<file path="config.mk">
export PLATFORM = sky130hd
export DESIGN_NAME = ism_front
export DESIGN_NICKNAME = d
export VERILOG_FILES = /design/src/sv/ism_pkg.sv /design/src/sv/ism_front.sv
export SDC_FILE = /design/constraint.sdc
export NUM_CORES = 1
export LEC_CHECK = 0
export ABC_AREA = 1
export ABC_CLOCK_PERIOD_IN_PS = 5000
export BUFFER_PORTS_ARGS = -buffer_cell sky130_fd_sc_hd__clkbuf_2
export CAP_MARGIN = 20
export CORE_MARGIN = 2
export CORE_UTILIZATION = 52
export DETAILED_ROUTE_END_ITERATION = 10
export HOLD_SLACK_MARGIN = 0.02
export PLACE_DENSITY = 0.78
export SETUP_SLACK_MARGIN = 0.05
export SLEW_MARGIN = 20
export SYNTH_ARGS = -nofsm -noshare
export SYNTH_HDL_FRONTEND = slang
export SYNTH_SLANG_ARGS = --single-unit
</file>
<file path="constraint.sdc">
create_clock -name clk -period 5 [get_ports clk]
set_input_delay 0.25 -clock clk [delete_from_list [all_inputs] [get_ports clk]]
set_output_delay 0.25 -clock clk [all_outputs]
set_load 0.01 [all_outputs]
</file>
<file path="src/sv/ism_pkg.sv">
// shared types, constants and helpers of the integer stack machine
`default_nettype none
package ism_pkg;

  // stack geometry
  localparam int STACK_DEPTH = 1024;
  localparam int CNT_W       = $clog2(STACK_DEPTH + 1);
  localparam int ADDR_W      = (STACK_DEPTH > 2) ? $clog2(STACK_DEPTH) : 1;

  // field widths
  localparam int CMD_W = 4;
  localparam int VAL_W = 31;

  // request queue depth between front and back
  localparam int QDEPTH = 2;
  localparam int QPTR_W = $clog2(QDEPTH);
  localparam int QCNT_W = $clog2(QDEPTH + 1);

  // command codes
  localparam logic [CMD_W-1:0] CMD_START = 4'd0;
  localparam logic [CMD_W-1:0] CMD_NUM   = 4'd1;
  localparam logic [CMD_W-1:0] CMD_POP   = 4'd2;
  localparam logic [CMD_W-1:0] CMD_INV   = 4'd3;
  localparam logic [CMD_W-1:0] CMD_DUP   = 4'd4;
  localparam logic [CMD_W-1:0] CMD_SWP   = 4'd5;
  localparam logic [CMD_W-1:0] CMD_ADD   = 4'd6;
  localparam logic [CMD_W-1:0] CMD_SUB   = 4'd7;
  localparam logic [CMD_W-1:0] CMD_MUL   = 4'd8;
  localparam logic [CMD_W-1:0] CMD_DIV   = 4'd9;
  localparam logic [CMD_W-1:0] CMD_MOD   = 4'd10;
  localparam logic [CMD_W-1:0] CMD_END   = 4'd11;

  // magnitude limit of any computed value
  localparam logic signed [63:0] VALUE_LIMIT = 64'sd1000000000;

  // request passed from front to back
  typedef struct packed {
    logic [CMD_W-1:0]        cmd;
    logic                    needs_two;
    logic signed [VAL_W-1:0] operand;
  } ism_req_t;

  // true when a result is out of the allowed range
  function automatic logic too_big(input logic signed [63:0] x);
    return (x > VALUE_LIMIT) || (x < -VALUE_LIMIT);
  endfunction

endpackage
`default_nettype wire

</file>
<file path="src/sv/ism_front.sv">
// front end: accepts instructions, drops unused codes, queues requests
`default_nettype none
module ism_front import ism_pkg::*; (
  input  wire logic        clk,
  input  wire logic        rst_n,
  input  wire logic        in_valid,
  output logic             in_ready,
  input  wire logic [CMD_W-1:0]        in_cmd,
  input  wire logic signed [VAL_W-1:0] in_operand,
  output logic             q_valid,
  input  wire logic        q_ready,
  output ism_req_t         q_req
);

  ism_req_t          buf_r [QDEPTH];
  logic [QPTR_W-1:0] wr_ptr_r, wr_ptr_nxt;
  logic [QPTR_W-1:0] rd_ptr_r, rd_ptr_nxt;
  logic [QCNT_W-1:0] cnt_r, cnt_nxt;
  logic              push, pop, known;
  ism_req_t          req;

  // classify the incoming command
  always_comb begin
    known         = (in_cmd <= CMD_END);
    req.cmd       = in_cmd;
    req.operand   = in_operand;
    unique case (in_cmd) inside
      CMD_SWP, CMD_ADD, CMD_SUB, CMD_MUL, CMD_DIV, CMD_MOD: req.needs_two = 1'b1;
      default: req.needs_two = 1'b0;
    endcase
  end

  assign in_ready = (cnt_r != QCNT_W'(QDEPTH));
  assign push     = in_valid && in_ready && known;
  assign q_valid  = (cnt_r != '0);
  assign pop      = q_valid && q_ready;
  assign q_req    = buf_r[rd_ptr_r];

  // queue pointers
  always_comb begin
    wr_ptr_nxt = wr_ptr_r;
    rd_ptr_nxt = rd_ptr_r;
    cnt_nxt    = cnt_r;
    if (push) begin
      wr_ptr_nxt = (wr_ptr_r == QPTR_W'(QDEPTH - 1)) ? '0 : wr_ptr_r + 1'b1;
    end
    if (pop) begin
      rd_ptr_nxt = (rd_ptr_r == QPTR_W'(QDEPTH - 1)) ? '0 : rd_ptr_r + 1'b1;
    end
    if (push && !pop) begin
      cnt_nxt = cnt_r + 1'b1;
    end else if (pop && !push) begin
      cnt_nxt = cnt_r - 1'b1;
    end
  end

  always_ff @(posedge clk) begin
    if (!rst_n) begin
      wr_ptr_r <= '0;
      rd_ptr_r <= '0;
      cnt_r    <= '0;
    end else begin
      wr_ptr_r <= wr_ptr_nxt;
      rd_ptr_r <= rd_ptr_nxt;
      cnt_r    <= cnt_nxt;
    end
  end

  // queue storage
  always_ff @(posedge clk) begin
    if (push) begin
      buf_r[wr_ptr_r] <= req;
    end
  end

endmodule
`default_nettype wire

</file>
==> impl_metrics.ini <==
[setup_path]
critPathCaptureType = primary output
crit_type = flip-flop to primary output
r2r_start = cnt_r[1]$_SDFFE_PN0P_
critPathRequiredTime_ns = 4.75
cp.arrival_ns = 1.66
path_max_fanout = 36
crit_path_start_kind = flip-flop

[min_path]
hp-class = input pin to flip-flop
hp-start = in_operand[13]

[placed_design]
io_buffers = 76
place.gp.congestion = 0.694
hpwl_um = 3070
post-place-ws_ns = 3.08

[route]
drc = 0
vias = 1572
wl_per_cell_um = 14.9
first_pass_iters = 4
routed_wl_um = 4700
vias_per_cell = 4.97
first_iter_violations = 80
antenna_left = 0

[synthesis]
synth_area_mm2 = 0.00302
synth_area_per_cell_um2 = 19.5
synth_common_cells = edfxtp_1, mux2_4, nand2_1
ys_async_sr_fraction_pct = 0
yosysMostFrequentCell = edfxtp_1
synth_top_area_cell = edfxtp_1
ys_seq_area_share_pct = 74.8
syn-num-nets = 195
yosysTopAreaCellShare_pct = 71.5
syn_inst = 155
synth-edff-count = 72
yosys-top-cells-area = edfxtp_1, mux2_4, dfxtp_1
synth-warning-count = 0
synth.distinct_cells = 18
synth_ff_type = edfxtp_1
ys_ff_latch = 77

[layout]
area_growth_pct = 19.9
n_antenna_cell = 0
seq_area_mm2 = 0.00227
fillers = 411
drive_above_1_share_pct = 54.5
fin_util_pct = 65.1
multiInputGateArea_um2 = 666
nets = 280

[clock_tree]
tritoncts = yes
cts_buffers = 9
cts-root-buf = clkbuf_8
post_cts_buffers = 0
cts_sinks = 77
ctsHoldBuffers = 0
insertion_delay_ns = 0.33
postCtsResizedCells = 0
clkTransAtPathRegs_ns = 0.07
cts_buffer_depth = 2
h-tree-depth = 3

[global_routing]
overflow = 0
track_usage_pct = 15.8
grt_max_degree = 37
grt_pass1_wl_um = 7260
grt_pass1_vias = 1636
antenna_found_initial = 0

[floorplanning]
io_pins = 77
die-area_mm2 = 0.00644
core_area_mm2 = 0.00557
die_y_um = 80.3
die_w_um = 80.3
start_util_pct = 54.3
placementRows = 27

[pwr]
peakVddDrop_v = 0.000332
leakagePower_nw = 1.48
power_density_mw_per_mm2 = 458

[timing]
fin_crit_ns = 1.91
timing.final.ws_setup_ns = 3.09
rsz0062_at_grt = no
relSlewSlack_pct = 57.0
skew_ns = 0.00635
fmax_mhz = 522
min_period_over_period_pct = 38.3
hold_ws_ns = 0.102
tightestPinTransition_ns = 0.646
hold_viol = 0
final.setup.tns_ns = 0
setup_viol = 0
slew_violations = 0

[run_status]
status = completed

[flow_run]
drv_cap = 0
cells in the final DEF (no fill, tap or decap), drive strengths merged:
master   n
ha       1
buf      2
o21a     1
nor2     8
nand2   13
o21ai    2
nand3    1
nand4    1
edfxtp  72
a21oi    1
clkbuf  85
clkinv   5
bufinv   1
inv      8
mux2    36
nor3     1
dfxtp    5
a21boi   1
critical path, cell delays in order (launching register included):
cell and delay (ns):
dfxtp_4 0.78, mux2_2 0.41, clkbuf_2 0.13
sequential cells by signal, summed over array words and instances, names as in the netlist, named ones only:
name	flops
buf_r	72
cnt_r	2
rd_ptr_r	1
wr_ptr_r	1
per-layer routing:
metal	track usage, %	share of wire [%]	wire length (µm)
met5	0	0	0
met4	10.2	1.7	78
met3	4.38	5.4	256
met2	27.0	52	2450
met1	17.2	41	1920
power breakdown:
group          switching [mW]  internal (mW)  leakage (nW)
Clock                   0.206          0.223        0.0984
Combinational           0.172          0.203         0.671
Sequential             0.0646          0.792         0.708
final cells by class:
class                      instances  share of cell area (%)
multi-input combinational         66                    18.4
tap                               72                    2.48
clock buffer                       9                    3.42
sequential                        77                    62.5
timing repair buffer              78                    10.9
inverter                           8                   0.828
clock inverter                     6                    1.52
through the flow:
stage                     std cells  cell area (µm²)  total power, mW
after floorplan                 155             3020             1.15
after global placement          301             3440             1.24
after detailed placement        301             3440             1.26
after CTS                       316             3620             1.69
after global routing            316             3630             1.75
final                           316             3630             1.66
cell families after synthesis:
kind of cell | after synthesis | synth area share [%]
flops | 77 | 74.8
simple gates | 24 | 3.31
compound gates | 5 | 0.993
buf+inv | 12 | 3.35
fa+ha+maj | 1 | 0.414
mux | 36 | 17.1
path summary, 6_finish.rpt:
kind	slack, ns	depth (start not counted)	end
max	3.09	2	q_req[21]
min reg2reg	0.51	2	rd_ptr_r$_SDFFE_PN0P_
min	0.10	1	buf_r[1][13]$_DFFE_PP_
max reg2reg	3.36	6	buf_r[1][29]$_DFFE_PP_
Power figures use the tool's default switching activity.
